## src/sv/cft_pkg.sv

```systemverilog
// Package for the clock frame table: field widths, command and status codes,
// controller states and the cell entry / token types. No dependencies.
`timescale 1ns / 1ps
`default_nettype none

package cft_pkg;

  localparam int unsigned FRAMES_DEF = 64;
  localparam int unsigned KEY_W      = 20;
  localparam int unsigned OWNER_W    = 16;
  localparam int unsigned CMD_W      = 2;
  localparam int unsigned STATUS_W   = 2;
  localparam int unsigned S_DATA_W   = 40;
  localparam int unsigned M_DATA_W   = 40;

  typedef enum logic [CMD_W-1:0] {
    CMD_ADD    = 2'd0,
    CMD_MARK   = 2'd1,
    CMD_FREE   = 2'd2,
    CMD_VICTIM = 2'd3
  } cmd_e;

  typedef enum logic [STATUS_W-1:0] {
    STATUS_OK        = 2'd0,
    STATUS_NOT_FOUND = 2'd1,
    STATUS_FULL      = 2'd2,
    STATUS_EMPTY     = 2'd3
  } status_e;

  typedef enum logic [1:0] {
    ST_IDLE,
    ST_RUN,
    ST_DONE
  } state_e;

  // contents of one table position
  typedef struct packed {
    logic               occ;
    logic               used;
    logic               hand;
    logic [KEY_W-1:0]   key;
    logic [OWNER_W-1:0] owner;
  } ent_t;

  // command wave that walks the row one cell per cycle
  typedef struct packed {
    logic               vld;
    cmd_e               op;
    logic               pass;
    logic               armed;
    logic               found;
    logic               wrap;
    logic [KEY_W-1:0]   key;
    logic [OWNER_W-1:0] owner;
  } tok_t;

  typedef struct packed {
    logic full;
    logic empty;
  } tbl_stat_t;

endpackage

`default_nettype wire

```

## src/sv/cft_ctrl.sv

```systemverilog
// Sequencer of the frame table: takes input words, launches the command wave
// into the cell row, collects it at the end and drives the result register.
// Depends on cft_pkg.
`timescale 1ns / 1ps
`default_nettype none

module cft_ctrl import cft_pkg::*; (
  input  wire                 clk_i,
  input  wire                 rst_ni,
  input  wire                 s_axis_tvalid_i,
  output logic                s_axis_tready_o,
  input  wire  [S_DATA_W-1:0] s_axis_tdata_i,
  output logic                m_axis_tvalid_o,
  input  wire                 m_axis_tready_i,
  output logic [M_DATA_W-1:0] m_axis_tdata_o,
  output tok_t                inj_o,
  input  tok_t                exit_i,
  input  tbl_stat_t           stat_i,
  output logic                hand_set_o
);

  state_e state_q, state_d;
  logic [STATUS_W-1:0] res_status_q, res_status_d;
  logic [KEY_W-1:0]    res_key_q, res_key_d;
  logic [OWNER_W-1:0]  res_owner_q, res_owner_d;
  logic                m_vld_q, m_vld_d;
  logic [M_DATA_W-1:0] m_data_q, m_data_d;
  cmd_e                in_cmd;

  assign in_cmd          = cmd_e'(s_axis_tdata_i[CMD_W-1:0]);
  assign s_axis_tready_o = (state_q == ST_IDLE);

  always_comb begin
    state_d         = state_q;
    res_status_d    = res_status_q;
    res_key_d       = res_key_q;
    res_owner_d     = res_owner_q;
    m_vld_d         = m_vld_q;
    m_data_d        = m_data_q;
    inj_o           = '0;
    hand_set_o      = 1'b0;
    if (m_vld_q && m_axis_tready_i) begin
      m_vld_d = 1'b0;
    end
    case (state_q)
      ST_IDLE: begin
        if (s_axis_tvalid_i) begin
          res_key_d   = '0;
          res_owner_d = '0;
          if (in_cmd == CMD_ADD && stat_i.full) begin
            res_status_d = STATUS_FULL;
            state_d      = ST_DONE;
          end else if (in_cmd == CMD_VICTIM && stat_i.empty) begin
            res_status_d = STATUS_EMPTY;
            state_d      = ST_DONE;
          end else begin
            inj_o.vld   = 1'b1;
            inj_o.op    = in_cmd;
            inj_o.key   = s_axis_tdata_i[CMD_W +: KEY_W];
            inj_o.owner = s_axis_tdata_i[CMD_W+KEY_W +: OWNER_W];
            state_d     = ST_RUN;
          end
        end
      end
      ST_RUN: begin
        if (exit_i.vld) begin
          if (exit_i.op == CMD_VICTIM && !exit_i.found && !exit_i.pass) begin
            // second lap from position zero
            inj_o       = exit_i;
            inj_o.pass  = 1'b1;
            inj_o.armed = 1'b0;
          end else begin
            hand_set_o   = exit_i.wrap;
            res_status_d = exit_i.found ? STATUS_OK : STATUS_NOT_FOUND;
            if (exit_i.op == CMD_VICTIM) begin
              res_key_d   = exit_i.key;
              res_owner_d = exit_i.owner;
            end
            state_d = ST_DONE;
          end
        end
      end
      ST_DONE: begin
        if (!m_vld_q || m_axis_tready_i) begin
          m_vld_d  = 1'b1;
          m_data_d = {{(M_DATA_W-STATUS_W-KEY_W-OWNER_W){1'b0}},
                      res_owner_q, res_key_q, res_status_q};
          state_d  = ST_IDLE;
        end
      end
      default: begin
        state_d = ST_IDLE;
      end
    endcase
  end

  always_ff @(posedge clk_i or negedge rst_ni) begin
    if (!rst_ni) begin
      state_q <= ST_IDLE;
      m_vld_q <= 1'b0;
    end else begin
      state_q <= state_d;
      m_vld_q <= m_vld_d;
    end
  end

  always_ff @(posedge clk_i) begin
    res_status_q <= res_status_d;
    res_key_q    <= res_key_d;
    res_owner_q  <= res_owner_d;
    m_data_q     <= m_data_d;
  end

  assign m_axis_tvalid_o = m_vld_q;
  assign m_axis_tdata_o  = m_data_q;

endmodule

`default_nettype wire

```

## config.mk

```make
export PLATFORM = sky130hd
export DESIGN_NAME = cft_ctrl
export DESIGN_NICKNAME = d
export VERILOG_FILES = /design/src/sv/cft_pkg.sv /design/src/sv/cft_ctrl.sv
export SDC_FILE = /design/constraint.sdc
export NUM_CORES = 1
export LEC_CHECK = 0
export BUFFER_PORTS_ARGS = -buffer_cell sky130_fd_sc_hd__buf_2
export CAP_MARGIN = 20
export CORE_MARGIN = 2
export CORE_UTILIZATION = 35
export CTS_BUF_LIST = sky130_fd_sc_hd__clkbuf_8
export CTS_CLUSTER_SIZE = 14
export DETAILED_ROUTE_END_ITERATION = 12
export PLACE_DENSITY = 0.65
export SLEW_MARGIN = 15
export SYNTH_ARGS = -nofsm -noshare
export SYNTH_HDL_FRONTEND = slang
export SYNTH_SLANG_ARGS = --single-unit
```

## constraint.sdc

```tcl
create_clock -name clk_i -period 5.55 [get_ports clk_i]
set_clock_uncertainty 0.05 [all_clocks]
set_input_delay 0 -clock clk_i [delete_from_list [all_inputs] [get_ports clk_i]]
set_output_delay 0 -clock clk_i [all_outputs]
set_load 0.01 [all_outputs]
```

==> flow_summary_export.csv <==
group,metric,value,unit
placed_design,dpl.hpwl,5020,um
worst_setup_path,rr_worst_depth,3,
worst_setup_path,ff2ff_setup_slack,3.56,ns
routing,dr.pass1.iters,4,
routing,vias_per_cell,4.71,
layout,nNetsFinal,497,
clock_network,cts-buffers-inserted,9,
status,status,"finished, final reports clean",
logic_synthesis,ys_ff_latch,79,
grt,grt_usage,16.0,%
floorplanning,core,8810,um2
sta,slew_viol_final,0,
floorplanning,std_cell_rows,34,
sta,fin_tns_setup,0,ns
worst_setup_path,cp-end-kind,"primary output",
placed_design,port_buffers,167,
clock_network,cts.clk_slew.worst_paths,0.08,ns
layout,antenna_cells,0,
grt,grt_max_degree,41,
logic_synthesis,synth_area,3200,um2
logic_synthesis,ys.warnings.count,0,
sta,relSlewSlack,34.9,%
layout,area_growth,48.5,%
clock_network,cts_root_buffer,"clkbuf_8",
sta,final_hold_viol_count,0,
worst_setup_path,start_kind,"flop",
logic_synthesis,synthArstFlopShare,3.80,%
hold_path,worst_hold_path_type,"primary input to flop",
grt,grt_remaining_overflow,0,
floorplanning,die_h,99.6,um
logic_synthesis,ys_seq_area_share,73.6,%
worst_setup_path,setup.worst_path.class,"flop to primary output",
hold_path,hold_path_end,"state_q[1]$_DFFE_PN0P_",
worst_setup_path,arrival,2.81,ns
logic_synthesis,synth-xor-area-share,0,%
sta,finalCriticalPeriod,2.86,ns
logic_synthesis,synthTopCellsByArea,"edfxtp_1 71%, a22o_1 9.8%, and2_1 7.2%",
grt,antenna_found_initial,0,
clock_network,cts.repair.resized,0,
clock_network,cts_tree,"built",
sta,rsz0062_at_grt,"no",
worst_setup_path,reg2reg_to,"state_q[0]$_DFFE_PN0P_",
run,cap_violations,0,
grt,grt_pass1_vias,2451,
sta,worst_pin_slew,0.976,ns
logic_synthesis,avgSynthCellArea,16.2,um2
clock_network,numClockSinks,79,
floorplanning,ioPinCount,175,
clock_network,worstSkewPairLatency,0.34,ns
floorplanning,fp.dieW,99.6,um
worst_setup_path,r2r_start,"state_q[0]$_DFFE_PN0P_",
worst_setup_path,crit_path_max_fanout,21,
routing,route.detailed.drc,0,
sta,final-setup-viol-count,0,
power_and_ir_drop,p_per_area,384,nW/um2
clock_network,clk_path_buf_depth,2,
routing,drt_wl_total,7900,um
logic_synthesis,synth_ff_type,"edfxtp_1",
floorplanning,start_util,36.4,%
hold_path,min_path_cells,4,
hold_path,worstHoldStart,"exit_i[42]",
power_and_ir_drop,ir_drop,0.217,mV
routing,first_iter_violations,88,
logic_synthesis,synth_compound_area_share,12.3,%
sta,period_share,51.5,%
layout,layout-drive-gt1-share,46.7,%
power_and_ir_drop,leakagePower,2.10,nW
logic_synthesis,synth_edf_count,76,
worst_setup_path,crit_required,5.50,ns
sta,timing.fmax,0.350,GHz
logic_synthesis,synthMuxAreaShare,0.313,%
layout,nFillCells,739,
clock_network,htreeDepth,3,
logic_synthesis,syn_inst,198,
routing,num_vias,2455,
routing,wl_per_cell,15.2,um
logic_synthesis,synth-simple-area-share,10.4,%
logic_synthesis,synth-adder-area-share,0,%
power_and_ir_drop,finalPower,1.83,mW
logic_synthesis,synth_largest_area_cell,"edfxtp_1",
logic_synthesis,ys_types,28,
logic_synthesis,synth_commonest_cells,"76 x edfxtp_1, 37 x and2_1, 36 x a22o_1",
logic_synthesis,yosysMostFrequentCell,"edfxtp_1",
routing,ant_nets,0,
floorplanning,die-area,9930,um2
placed_design,gp_congestion,0.723,
logic_synthesis,synth_top_family_by_area,"compound AO/OA/AOI/OAI gates",
logic_synthesis,yosysTopAreaCellShare,71.3,%
grt,grt_pass1_wl,12000,um
==> routing by layer <==
layer  part of all wire [%]  track usage [%]
met2                     51             27.7
met5                      0                0
met3                    6.6             4.43
met1                     40             18.3
met4                    2.4             7.48
==> metrics by stage <==
stage	instances	setup slack (ns)	hold slack [ns]	area (um2)	util [%]
3_3_place_gp	464	3.14	-0.254	4150	47.2
4_1_cts	520	2.66	0.000547	4730	53.7
3_5_place_dp	464	3.05	-0.248	4150	47.2
5_1_grt	521	2.52	0.0268	4750	54.0
6_report	521	2.69	0.0301	4750	54.0
2_1_floorplan	201	1.51	-0.346	3210	-
==> final cells by class <==
| type | instances | area (um2) | share of cell area, % |
|---|---|---|---|
| Inverter | 2 | 7.51 | 0.158 |
| Timing Repair Buffer | 212 | 1290 | 27.2 |
| Multi-Input combinational cell | 104 | 787 | 16.6 |
| Sequential cell | 79 | 2360 | 49.6 |
| Clock buffer | 9 | 124 | 2.61 |
| Tap cell | 108 | 135 | 2.84 |
| Clock inverter | 7 | 48.8 | 1.03 |
==> where the power goes <==
group          leakage [nW]  internal (mW)  total [mW]  switching (mW)
Sequential            0.759          0.877       0.913          0.0368
Combinational          1.26          0.226       0.545           0.319
Clock                0.0793          0.162       0.369           0.207
Total                  2.10           1.26        1.83           0.563
==> what timing repair did <==
action	4_1_cts	5_1_grt
hold endpoints to repair	41	0
buffers inserted	0	0
hold buffers	40	0
==> flip-flops by register name (all words and copies together) (netlist names) <==
register	flops
res_status_q	2
m_axis_tdata_o	38
state_q	2
res_key_q	20
res_owner_q	16
m_axis_tvalid_o	1
==> worst max path at each step <==
| stage | startpoint | end | slack, ns |
|---|---|---|---|
| 2_1_floorplan | state_q[1]$_DFFE_PN0P_ | res_key_q[0]$_SDFFCE_PN0P_ | 1.51 |
| 3_3_place_gp | state_q[0]$_DFFE_PN0P_ | inj_o[17] | 3.14 |
| 3_5_place_dp | state_q[0]$_DFFE_PN0P_ | inj_o[19] | 3.05 |
| 4_1_cts | state_q[0]$_DFFE_PN0P_ | inj_o[19] | 2.66 |
| 5_1_grt | state_q[0]$_DFFE_PN0P_ | inj_o[9] | 2.52 |
| 6_report | state_q[0]$_DFFE_PN0P_ | inj_o[9] | 2.69 |
==> logic make-up (layout without fill, tap and decap cells) <==
logic type	count (synthesis)	in the layout
flip-flops	79	79
AND/OR/NAND/NOR	53	53
AO/OA/AOI/OAI	46	46
buffers and inverters	18	230
other	1	4
multiplexers	1	1
==> critical path, stage by stage, from the launching register on <==
cell and delay (ns):
dfrtp_1 0.41, or3b_4 0.46, a311oi_4 0.86, buf_4 0.40
a22o_1 0.19, buf_2 0.13
==> placed cells by master (no fill, tap or decap), types with 2 or more instances in the layout <==
cell type      count
edfxtp_1          76
clkbuf_8           9
dlygate4sd3_1     40
nand2b_1           3
conb_1             4
and2_1            37
buf_2            167
nor2_1             2
dfrtp_1            3
and3_1             2
a22o_1            36
inv_1              2
nand2_1            3
clkinvlp_4         3
a31oi_1            2
buf_4              4
a21o_1             3
(Power assumes the default switching activity.)
