### config.mk
export PLATFORM = sky130hd
export DESIGN_NAME = cft_cell
export DESIGN_NICKNAME = d
export VERILOG_FILES = /design/src/sv/cft_pkg.sv /design/src/sv/cft_cell.sv
export SDC_FILE = /design/constraint.sdc
export NUM_CORES = 1
export LEC_CHECK = 0
export BUFFER_PORTS_ARGS = -buffer_cell sky130_fd_sc_hd__buf_4
export CAP_MARGIN = 20
export CORE_MARGIN = 10
export CORE_UTILIZATION = 48
export CTS_CLUSTER_SIZE = 14
export DETAILED_ROUTE_END_ITERATION = 6
export PLACE_DENSITY = 0.86
export SLEW_MARGIN = 30
export SYNTH_ARGS = -nofsm -noshare
export SYNTH_HDL_FRONTEND = slang
export SYNTH_SLANG_ARGS = --single-unit
### constraint.sdc
create_clock -name clk_i -period 2.9 [get_ports clk_i]
set_input_delay 0.29 -clock clk_i [delete_from_list [all_inputs] [get_ports clk_i]]
set_output_delay 0.29 -clock clk_i [all_outputs]
set_load 0.03 [all_outputs]
### src/sv/cft_pkg.sv
// Package for the clock frame table: field widths, command and status codes,
// controller states and the cell entry / token types. No dependencies.
`timescale 1ns / 1ps
`default_nettype none

package cft_pkg;

  localparam int unsigned FRAMES_DEF = 64;
  localparam int unsigned KEY_W      = 20;
  localparam int unsigned OWNER_W    = 16;
  localparam int unsigned CMD_W      = 2;
  localparam int unsigned STATUS_W   = 2;
  localparam int unsigned S_DATA_W   = 40;
  localparam int unsigned M_DATA_W   = 40;

  typedef enum logic [CMD_W-1:0] {
    CMD_ADD    = 2'd0,
    CMD_MARK   = 2'd1,
    CMD_FREE   = 2'd2,
    CMD_VICTIM = 2'd3
  } cmd_e;

  typedef enum logic [STATUS_W-1:0] {
    STATUS_OK        = 2'd0,
    STATUS_NOT_FOUND = 2'd1,
    STATUS_FULL      = 2'd2,
    STATUS_EMPTY     = 2'd3
  } status_e;

  typedef enum logic [1:0] {
    ST_IDLE,
    ST_RUN,
    ST_DONE
  } state_e;

  // contents of one table position
  typedef struct packed {
    logic               occ;
    logic               used;
    logic               hand;
    logic [KEY_W-1:0]   key;
    logic [OWNER_W-1:0] owner;
  } ent_t;

  // command wave that walks the row one cell per cycle
  typedef struct packed {
    logic               vld;
    cmd_e               op;
    logic               pass;
    logic               armed;
    logic               found;
    logic               wrap;
    logic [KEY_W-1:0]   key;
    logic [OWNER_W-1:0] owner;
  } tok_t;

  typedef struct packed {
    logic full;
    logic empty;
  } tbl_stat_t;

endpackage

`default_nettype wire

### src/sv/cft_cell.sv
// One table position of the frame table row: holds an entry and the command
// wave register that hands the wave to the next cell. Depends on cft_pkg.
`timescale 1ns / 1ps
`default_nettype none

module cft_cell import cft_pkg::*; #(
  parameter bit HandInit = 1'b0
) (
  input  wire  clk_i,
  input  wire  rst_ni,
  input  wire  hand_set_i,
  input  tok_t tok_i,
  output tok_t tok_o,
  input  ent_t nb_i,
  output ent_t ent_o
);

  ent_t ent_q, ent_d;
  tok_t tok_q, tok_d;
  logic hit;
  logic arm;
  logic act;

  always_comb begin
    ent_d = ent_q;
    tok_d = tok_i;
    hit   = 1'b0;
    arm   = 1'b0;
    act   = 1'b0;
    if (tok_i.vld) begin
      case (tok_i.op)
        CMD_ADD: begin
          if (!ent_q.occ && !tok_i.found) begin
            ent_d.occ   = 1'b1;
            ent_d.used  = 1'b1;
            ent_d.key   = tok_i.key;
            ent_d.owner = tok_i.owner;
            tok_d.found = 1'b1;
          end
        end
        CMD_MARK: begin
          if (ent_q.occ && !tok_i.found && ent_q.key == tok_i.key) begin
            ent_d.used  = 1'b1;
            tok_d.found = 1'b1;
          end
        end
        CMD_FREE: begin
          hit = ent_q.occ && !tok_i.found && ent_q.key == tok_i.key;
          if (hit || tok_i.found) begin
            // close the gap: take the right neighbor's entry
            ent_d.occ   = nb_i.occ;
            ent_d.used  = nb_i.used;
            ent_d.key   = nb_i.key;
            ent_d.owner = nb_i.owner;
            ent_d.hand  = nb_i.hand | (hit & ent_q.hand & nb_i.occ);
          end
          if (hit) begin
            tok_d.found = 1'b1;
            tok_d.wrap  = ent_q.hand & ~nb_i.occ;
          end
        end
        CMD_VICTIM: begin
          arm         = tok_i.armed | ent_q.hand;
          act         = ent_q.occ && !tok_i.found && (tok_i.pass || arm);
          tok_d.armed = arm;
          ent_d.hand  = 1'b0;
          if (act) begin
            if (ent_q.used) begin
              ent_d.used = 1'b0;
            end else begin
              ent_d.hand  = 1'b1;
              tok_d.found = 1'b1;
              tok_d.key   = ent_q.key;
              tok_d.owner = ent_q.owner;
            end
          end
        end
        default: begin
          ent_d = ent_q;
        end
      endcase
    end
    if (hand_set_i) begin
      ent_d.hand = 1'b1;
    end
  end

  always_ff @(posedge clk_i or negedge rst_ni) begin
    if (!rst_ni) begin
      ent_q <= '{occ: 1'b0, used: 1'b0, hand: HandInit, key: '0, owner: '0};
      tok_q <= '0;
    end else begin
      ent_q <= ent_d;
      tok_q <= tok_d;
    end
  end

  assign tok_o = tok_q;
  assign ent_o = ent_q;

endmodule

`default_nettype wire

==> key figures, run 1 <==
Outcome
  – Status: completed

Clock tree
  – H-Tree Level Count: 3
  – Reg clk slew, reported paths: ~0.090 ns
  – CTS tree: done
  – Post-CTS sizing: 0
  – Max Root-Sink Buffers: 2
  – Clock root buffer: clkbuf_8
  – Post-CTS Setup Inserts: 0
  – Cts hold-fix bufs: 0
  – CTS Sinks: 82
  – Worst-Skew Late Latency: 0.33 ns
  – Number of buffers created by CTS: 9

Finish
  – Layout area overhead: 37.7%
  – Final instance area: approximately 0.0055 mm2
  – Layout cells sized above 1: 65.6%
  – Antenna fix cells: 0
  – Filler instances: 622
  – Commonest non-fill, non-tap cell in the layout: buf_4
  – Final net count: ~540
  – Most frequent cells in the layout: buf_4, dfrtp_1, mux2_2

Synthesis
  – Flops & latches, synth: 82
  – Sequential element share of the synthesized area: between 50% and 60%
  – Yosys cell types: 32
  – Synthesized area: 0.00402 mm2
  – Syn Nets: 369
  – Syn Area/Cell: 14.2 um2
  – Syn Inst Count: between 200 and 300
  – Yosys warns: 0

Detailed routing
  – Wire per inst: 19.9 um
  – DR pass1 iterations: 4
  – Final wirelength: 11,100 um
  – DR iter-0 viols: 116
  – Residual DRC count: 0
  – Via density: slightly above 5
  – Detail Route Antenna Nets: 0
  – Via count: 2,886

Timing
  – # setup viols final: 0
  – RSZ-0062 raised after global routing: no
  – Clock Skew: 0.0116 ns
  – Slew margin rel.: a little over 50%
  – Minimum clock period: 2.71 ns
  – Period Utilization, post-route: roughly 93%
  – Final Hold Viols: 0
  – Slew @ Worst Pin: 0.743 ns
  – Setup tns final: 0 ns
  – Fin. max-slew vios: 0
  – Max frequency: 369 MHz

Setup path
  – CP Depth: 7
  – Crit start category: flip-flop
  – R2R Path End: ent_o[21]$_DFFE_PN0P_
  – Worst setup path category: reg -> reg
  – Slowest stage delay, CP: approximately 0.58 ns
  – Arrival @ worst endpoint: roughly 2.9 ns
  – Buf+Inv Stages, Crit Path: 1
  – Slowest-stage cell, CP: nor4_1
  – Max FO, Critical Path: 37
  – Setup slack, reg-to-reg: 0.19 ns
  – R2R Path Start: ent_o[18]$_DFFE_PN0P_
  – R2R cell count: 7
  – Crit path capture type: flip-flop
  – CP required: 3.12 ns
  – Top delay family on crit path: simple AND/OR/NAND/NOR gates
  – Crit path cell chain: xor2_1, nor4_1, nand2_1, nor3_4, o211a_2, buf_12, mux2_2

GRT
  – Initial antenna violation count: 0
  – GRT Overall Usage: 17.6%
  – Vias in the first global route: around 3,200
  – Largest net degree at the start of global routing: 83
  – Overflow after GRT: 0
  – First-pass GRT wire length: 18,000 um

Place
  – I/O Buffers: 166
  – Global placer's final weighted congestion: 0.863
  – HPWL Detailed: 8340 um
  – Placed Instance Area: 0.00535 mm2

Worst hold path
  – Hold Crit Class: in -> async

Power
  – Leakage: 0.00260 uW
  – VDD IR max: 0.363 mV
  – PD cells: 647 mW/mm2

Floorplanning
  – Die X: 112 um
  – # rows: 33
  – Total I/O pin count: 167
  – DIE AREA: 0.0124 mm2
  – Core box area: 0.00818 mm2
  – Die H: 112 um
  – Starting Density: approximately 49%

Flow run
  – Maximum capacitance violations: 0
-- synth_stat cells --
cell	number	area share, %
mux2_4	30	11
nand2_1	8	0.75
o211a_1	1	0.25
a22oi_1	1	0.19
o31ai_1	1	0.19
o22ai_1	1	0.16
buf_6	1	0.28
mux2_2	80	22
nor4_1	4	0.62
xnor2_1	7	1.5
a41o_1	1	0.25
dfrtp_1	82	51
nor3_4	1	0.40
xor2_1	13	2.8
nand3_1	1	0.12
nor2b_1	3	0.47
o21ai_0	5	0.62
clkbuf_1	9	0.84
nand2b_1	5	0.78
buf_12	3	1.5
nor2_1	10	0.93
or3_4	1	0.28
buf_1	1	0.093
nor3_1	3	0.37
and4b_1	1	0.25
inv_1	1	0.093
o211ai_1	1	0.19
a221o_2	1	0.28
nand4_1	3	0.47
clkbuf_2	1	0.12
a21oi_1	3	0.37
o41ai_1	1	0.22
-- flip-flops by register name (all words and copies together), names as in the netlist --
name / cells
tok_o: 43
ent_o: 39
-- stage by stage --
stage	power (uW)	instances	hold slack [ns]	setup WS, ns	util [%]
2_1_floorplan	2260	284	-0.00559	0.556	-
3_3_place_gp	2770	544	0.412	0.361	65.4
3_5_place_dp	2800	544	0.395	0.292	65.5
4_1_cts	3630	559	0.0231	0.274	67.8
5_1_grt	3760	559	0.0490	0.171	67.8
6_report	3580	559	0.0161	0.191	67.8
-- per-layer routing --
metal  share of wire, %  track usage (%)
met1                 39             20.5
met2                 53             30.7
met3                6.4             4.72
met4                1.3             5.74
met5                  0                0
-- cell type report --
type / count / area, um2 / area share (%)
Clock inverter: 3 / 40.0 / 0.723
Timing Repair Buffer: 170 / 1310 / 23.6
Inverter: 1 / 3.75 / 0.0678
Multi-Input combinational cell: 186 / 1860 / 33.6
Sequential cell: 82 / 2050 / 37.0
Clock buffer: 12 / 145 / 2.62
Tap cell: 105 / 131 / 2.37
-- worst reg2reg max path, cell delays in order, from the launching register on --
cell	delay, ns
dfrtp_1	0.42
xor2_1	0.16
nor4_1	0.58
nand2_1	0.21
nor3_4	0.30
o211a_2	0.25
buf_12	0.27
mux2_2	0.40
-- worst max path at each step --
stage                           from                     to  slack (ns)
3_5_place_dp               tok_i[18]  ent_o[18]$_DFFE_PN0P_        0.29
3_3_place_gp               tok_i[18]  ent_o[21]$_DFFE_PN0P_        0.36
2_1_floorplan  ent_o[35]$_DFFE_PN0P_   ent_o[0]$_DFFE_PN0P_        0.56
4_1_cts        ent_o[18]$_DFFE_PN0P_  ent_o[18]$_DFFE_PN0P_        0.27
5_1_grt        ent_o[26]$_DFFE_PN0P_  ent_o[21]$_DFFE_PN0P_        0.17
6_report       ent_o[18]$_DFFE_PN0P_  ent_o[21]$_DFFE_PN0P_        0.19
-- kinds of logic after synthesis --
| kind of cell | synth area share (%) |
|---|---|
| xor+xnor | 4.35 |
| buf+inv | 2.92 |
| mux | 33.6 |
| flops | 51.0 |
| simple gates | 5.44 |
| compound gates | 2.71 |
-- report_power, final --
group	switching (uW)	leakage (uW)	internal [uW]
sequential	169	0.000957	1330
clock	395	0.0000962	416
combinational	673	0.00155	604
No activity file was read; power rests on OpenSTA's default activity.
==> run 2, diff against run 1 <==
Settings changed: CTS_CLUSTER_DIAMETER from default to 200, PLACE_DENSITY 0.86 to 0.78.
==> key figures, run 2 (same netlist as run 1, synthesis figures left out) <==
Setup path
  – Top delay family on crit path: simple AND/OR/NAND/NOR gates
  – Slowest-stage cell, CP: nor4_1
  – Crit path cell chain: xor2_1, nor4_1, nand2_1, nor3_4, o211a_2, buf_4, mux2_2
  – Worst setup path category: reg -> reg
  – Arrival @ worst endpoint: 2.88 ns (-0.05 ns)
  – Max FO, Critical Path: 17 (-54%)
  – Buf+Inv Stages, Crit Path: 1 (unchanged)
  – CP required: 3.12 ns (about the same)
  – Crit start category: flip-flop
  – Slowest stage delay, CP: 0.49 ns (-0.09 ns)
  – Crit path capture type: flip-flop

Timing
  – Setup tns final: 0 ns (unchanged)
  – # setup viols final: 0 (unchanged)
  – RSZ-0062 raised after global routing: no
  – Period Utilization, post-route: 91.6% (-1.8 points)
  – Max frequency: 376 MHz (+1.9%)
  – Slew margin rel.: 50.7% (+0.18 points)
  – Final Hold Viols: 23 (+23)
  – Minimum clock period: 2.66 ns (-0.0516 ns)
  – Worst hold slack: -0.0120 ns (-0.0282 ns)
  – Clock Skew: 0.0109 ns (-0.000698 ns)
  – Slew @ Worst Pin: 0.740 ns (-0.00277 ns)
  – Fin. max-slew vios: 0 (unchanged)

Detailed routing
  – Met3 WL: 520 um (-26%)
  – DR iter-0 viols: 123 (+6.0%)
  – Via count: 2,897 (+0.38%)
  – Highest routing layer actually used: met4
  – Metal2 WL: 6130 um (+4.0%)
  – Detail Route Antenna Nets: 0 (unchanged)
  – Met1 WL: 4270 um (-2.2%)
  – Final wirelength: 11,200 um (+0.88%)
  – Residual DRC count: 0 (unchanged)
  – DR pass1 iterations: 5 (+1)
  – Via density: 5.16 (about the same)
  – Wire per inst: 20.0 um (+0.52%)

Place
  – Placed Instance Area: 0.00536 mm2 (+0.14%)
  – HPWL Detailed: 8540 um (+2.4%)
  – Global placer's final weighted congestion: 0.825 (-4.4%)
  – I/O Buffers: 166 (unchanged)

GRT
  – GRT Overall Usage: 17.9% (+0.29 points)
  – Vias in the first global route: 3,187 (-0.38%)
  – Initial antenna violation count: 0 (unchanged)
  – Overflow after GRT: 0 (unchanged)
  – Largest net degree at the start of global routing: 83 (unchanged)
  – First-pass GRT wire length: 18,100 um (+0.58%)

Finish
  – Commonest non-fill, non-tap cell in the layout: buf_4
  – Most frequent cells in the layout: buf_4, dfrtp_1, mux2_2
  – Largest register FFs: 43 (unchanged)
  – Layout area overhead: 39.9%
  – Filler instances: 618 (-0.64%)
  – Final net count: 536 (+0.19%)
  – Layout cells sized above 1: 66.0% (+0.37 points)
  – Final instance area: 0.00563 mm2 (+1.6%)
  – Antenna fix cells: 0 (unchanged)

Floorplanning
  – Core box area: 0.00818 mm2 (unchanged)
  – Die X: 112 um (unchanged)
  – # rows: 33 (unchanged)
  – DIE AREA: 0.0124 mm2 (unchanged)
  – Die H: 112 um (unchanged)
  – Total I/O pin count: 167 (unchanged)
  – Starting Density: 49.2% (unchanged)

Power
  – PD cells: 685 mW/mm2 (+6.0%)
  – VDD IR max: 0.402 mV (+11%)
  – Leakage: 0.00265 uW (+1.6%)

Clock tree
  – CTS tree: done
  – Post-CTS sizing: 0 (unchanged)
  – Cts hold-fix bufs: 0 (unchanged)
  – Clock root buffer: clkbuf_8
  – H-Tree Level Count: 3 (unchanged)
  – Number of buffers created by CTS: 9 (unchanged)
  – Post-CTS Setup Inserts: 0 (unchanged)
  – CTS Sinks: 82 (unchanged)
  – Worst-Skew Late Latency: 0.34 ns (about the same)
  – Max Root-Sink Buffers: 2 (unchanged)
  – Reg clk slew, reported paths: 0.08 ns (about the same)

Flow run
  – Maximum capacitance violations: 0 (unchanged)

Worst hold path
  – Hold Crit Class: in -> async

Outcome
  – Status: finished with violations
  – Failing checks: hold timing
run 2: layout make-up:
class / instances / area (um2) / share of cell area (%)
inverters: 1 / 3.75 / 0.0667
repair buffers: 171 / 1310 / 23.3
clock inverters: 5 / 125 / 2.22
flip-flops and latches: 82 / 2050 / 36.5
well taps: 105 / 131 / 2.33
clock buffers: 11 / 141 / 2.51
multi-input cells: 186 / 1860 / 33.1
run 2: worst register-to-register path, delay by kind of cell (launching register included):
kind            cells  cell delay, ns
mux                 1            0.39
flops               1            0.42
xor+xnor            1            0.15
buf+inv             1            0.32
simple gates        3            1.00
compound gates      1            0.26
run 2: metal layers:
metal | vias up | global-route usage, %
met3 | 22 | 4.24
li1 | 1350 | -
met1 | 1433 | 20.6
met4 | 0 | 7.37
met5 | - | 0
met2 | 92 | 31.1
run 2: power breakdown:
part | internal (uW) | switching, uW
combinational | 605 | 673
clock | 682 | 407
sequential | 1330 | 166
run 2: stage by stage:
step | hold slack (ns) | utilization [%] | std cells | setup WS, ns | total power, uW
detailed placement | 0.391 | 65.6 | 545 | 0.264 | 2810
global placement | 0.412 | 65.5 | 545 | 0.340 | 2780
CTS | 0.00788 | 68.8 | 561 | 0.244 | 3910
global route | 0.0409 | 68.8 | 561 | 0.0825 | 4030
floorplan | -0.00559 | - | 284 | 0.556 | 2260
finish | -0.0120 | 68.8 | 561 | 0.242 | 3860
run 2: path summary, 6_finish.rpt:
kind                                        from                    end  slack (ns)  cells after the start
setup reg to reg           ent_o[18]$_DFFE_PN0P_  ent_o[22]$_DFFE_PN0P_        0.24                      7
min in group clk_i                     tok_i[39]    tok_o[39]$_DFF_PN0_        0.06                      1
setup / recovery           ent_o[18]$_DFFE_PN0P_  ent_o[22]$_DFFE_PN0P_        0.24                      7
hold / removal                            rst_ni  ent_o[19]$_DFFE_PN0P_       -0.01                      1
hold reg to reg            ent_o[10]$_DFFE_PN0P_  ent_o[10]$_DFFE_PN0P_        0.55                      1
max in group asynchronous                 rst_ni    tok_o[38]$_DFF_PN0_        2.41                      1
==> run 3, diff against run 2 <==
Settings changed: CORE_MARGIN 10 to 1.
==> key figures, run 3 (same netlist as run 1, synthesis figures left out) <==
Detailed routing
  – Wire per inst: 17.0 um (-15%)
  – Via density: 5.12 (-0.76%)
  – Final wirelength: 9560 um (-15%)
  – Via count: 2,880 (-0.59%)
  – DR iter-0 viols: 83 (-33%)
  – Detail Route Antenna Nets: 0 (unchanged)
  – Residual DRC count: 0 (unchanged)
  – DR pass1 iterations: 4 (-1)

Place
  – Place WS: 0.321 ns (+0.0569 ns)
  – Global placer's final weighted congestion: 0.785 (-4.9%)
  – HPWL Detailed: 6910 um (-19%)
  – I/O Buffers: 166 (unchanged)

Clock tree
  – Reg clk slew, reported paths: 0.08 ns (about the same)
  – CTS tree: done
  – Max Root-Sink Buffers: 2 (unchanged)
  – H-Tree Level Count: 3 (unchanged)
  – Post-CTS Setup Inserts: 0 (unchanged)
  – Cts hold-fix bufs: 0 (unchanged)
  – Post-CTS sizing: 0 (unchanged)
  – Worst-Skew Late Latency: 0.34 ns (about the same)
  – Number of buffers created by CTS: 9 (unchanged)
  – Clock root buffer: clkbuf_8
  – CTS Sinks: 82 (unchanged)

Worst hold path
  – Hold Crit Class: in -> async

Timing
  – Setup tns final: 0 ns (unchanged)
  – # setup viols final: 0 (unchanged)
  – Max frequency: 379 MHz (+0.61%)
  – Fin. max-slew vios: 0 (unchanged)
  – Period Utilization, post-route: 91.1% (-0.56 points)
  – Minimum clock period: 2.64 ns (-0.0162 ns)
  – Final Hold Viols: 13 (-43%)
  – Setup ws final: 0.258 ns (+0.0162 ns)
  – Clock Skew: 0.00905 ns (-0.00183 ns)
  – RSZ-0062 raised after global routing: no
  – Slew @ Worst Pin: 0.751 ns (+0.0115 ns)
  – Slew margin rel.: 49.9% (-0.76 points)
  – Worst hold slack: -0.0133 ns (-0.00131 ns)

Setup path
  – Crit start category: flip-flop
  – Arrival @ worst endpoint: 2.86 ns (-0.02 ns)
  – Setup slack, reg-to-reg: 0.26 ns (+0.02 ns)
  – CP required: 3.12 ns (about the same)
  – Crit path capture type: flip-flop
  – Max FO, Critical Path: 18 (+1)
  – Slowest stage delay, CP: 0.55 ns (+0.06 ns)
  – R2R Path End: ent_o[16]$_DFFE_PN0P_
  – Worst setup path category: reg -> reg
  – R2R Path Start: ent_o[18]$_DFFE_PN0P_
  – Crit path cell chain: xor2_1, nor4_1, nand2_1, nor3_4, o211a_2, buf_12, mux2_2
  – Slowest-stage cell, CP: nor4_1
  – R2R cell count: 7 (unchanged)

Power
  – Leakage: 0.00264 uW (-0.19%)
  – PD cells: 663 mW/mm2 (-3.2%)
  – VDD IR max: 0.501 mV (+25%)

Finish
  – Largest register FFs: 43 (unchanged)
  – Filler instances: 608 (-1.6%)
  – Antenna fix cells: 0 (unchanged)
  – Layout cells sized above 1: 66.1% (+0.074 points)
  – Most frequent cells in the layout: buf_4, dfrtp_1, mux2_2
  – Layout area overhead: 39.5%
  – Commonest non-fill, non-tap cell in the layout: buf_4
  – Final net count: 537 (+0.19%)

GRT
  – GRT Overall Usage: 21.8% (+3.9 points)
  – Largest net degree at the start of global routing: 83 (unchanged)
  – Initial antenna violation count: 0 (unchanged)
  – Overflow after GRT: 0 (unchanged)
  – Vias in the first global route: 2,901 (-9.0%)
  – First-pass GRT wire length: 14,600 um (-19%)

Floorplanning
  – Core box area: 0.00818 mm2 (unchanged)
  – Die X: 93.6 um (-16%)
  – DIE AREA: 0.00875 mm2 (-30%)
  – Starting Density: 49.2% (unchanged)
  – Die H: 93.6 um (-16%)
  – Total I/O pin count: 167 (unchanged)
  – # rows: 33 (unchanged)

Outcome
  – Failing checks: hold timing
  – Status: finished with violations

Flow run
  – Maximum capacitance violations: 0 (unchanged)
-- run 3: cell count changes in the layout (fill, tap and decap cells not counted), sizes merged --
cell and delta:
buf +1, clkbuf -1, clkinv +2, bufinv -1
-- run 3: where the power goes --
| part | total (uW) | internal (uW) | switching, uW |
|---|---|---|---|
| combinational | 1260 | 606 | 654 |
| sequential | 1500 | 1330 | 175 |
| clock | 964 | 568 | 395 |
| total | 3720 | 2500 | 1220 |
-- run 3: metrics by stage --
step                      area (um2)  power (uW)  utilization [%]  cells
after floorplan                 4020        2260                -    284
after global placement          5380        2760             65.8    546
after detailed placement        5380        2790             65.8    546
after CTS                       5610        3760             68.7    562
after global routing            5610        3890             68.7    562
final                           5610        3720             68.7    562
-- run 3: cell type report --
class                   instances  area, um2  area share [%]
clock buffers                  10        128            2.27
clock inverters                 6        105            1.87
inverters                       1       3.75          0.0669
multi-input cells             186       1860            33.2
flip-flops and latches         82       2050            36.6
well taps                     105        131            2.34
repair buffers                172       1330            23.7
-- run 3: worst max-delay path by stage --
stage,start,end,slack [ns],cells past startpoint
after floorplan,ent_o[35]$_DFFE_PN0P_,ent_o[0]$_DFFE_PN0P_,0.56,8
after global placement,tok_i[18],ent_o[21]$_DFFE_PN0P_,0.39,8
after detailed placement,tok_i[18],ent_o[16]$_DFFE_PN0P_,0.32,8
after CTS,ent_o[18]$_DFFE_PN0P_,ent_o[16]$_DFFE_PN0P_,0.30,7
after global routing,ent_o[18]$_DFFE_PN0P_,ent_o[21]$_DFFE_PN0P_,0.17,7
final,ent_o[18]$_DFFE_PN0P_,ent_o[16]$_DFFE_PN0P_,0.26,7
-- run 3: worst max-delay path: cells and delay by family (launching register included) --
kind,cells,cell delay (ns)
AND/OR/NAND/NOR,3,0.99
flip-flops,1,0.42
multiplexers,1,0.35
AO/OA/AOI/OAI,1,0.38
buffers and inverters,1,0.22
XOR/XNOR,1,0.15
-- run 3: metal layers --
| layer | up-vias | global-route usage, % | share of wire [%] |
|---|---|---|---|
| met3 | 10 | 5.28 | 4.7 |
| met1 | 1437 | 27.4 | 41 |
| met2 | 88 | 37.2 | 53 |
| met4 | 0 | 6.03 | 1.3 |
| li1 | 1345 | - | - |
| met5 | - | 0 | 0 |
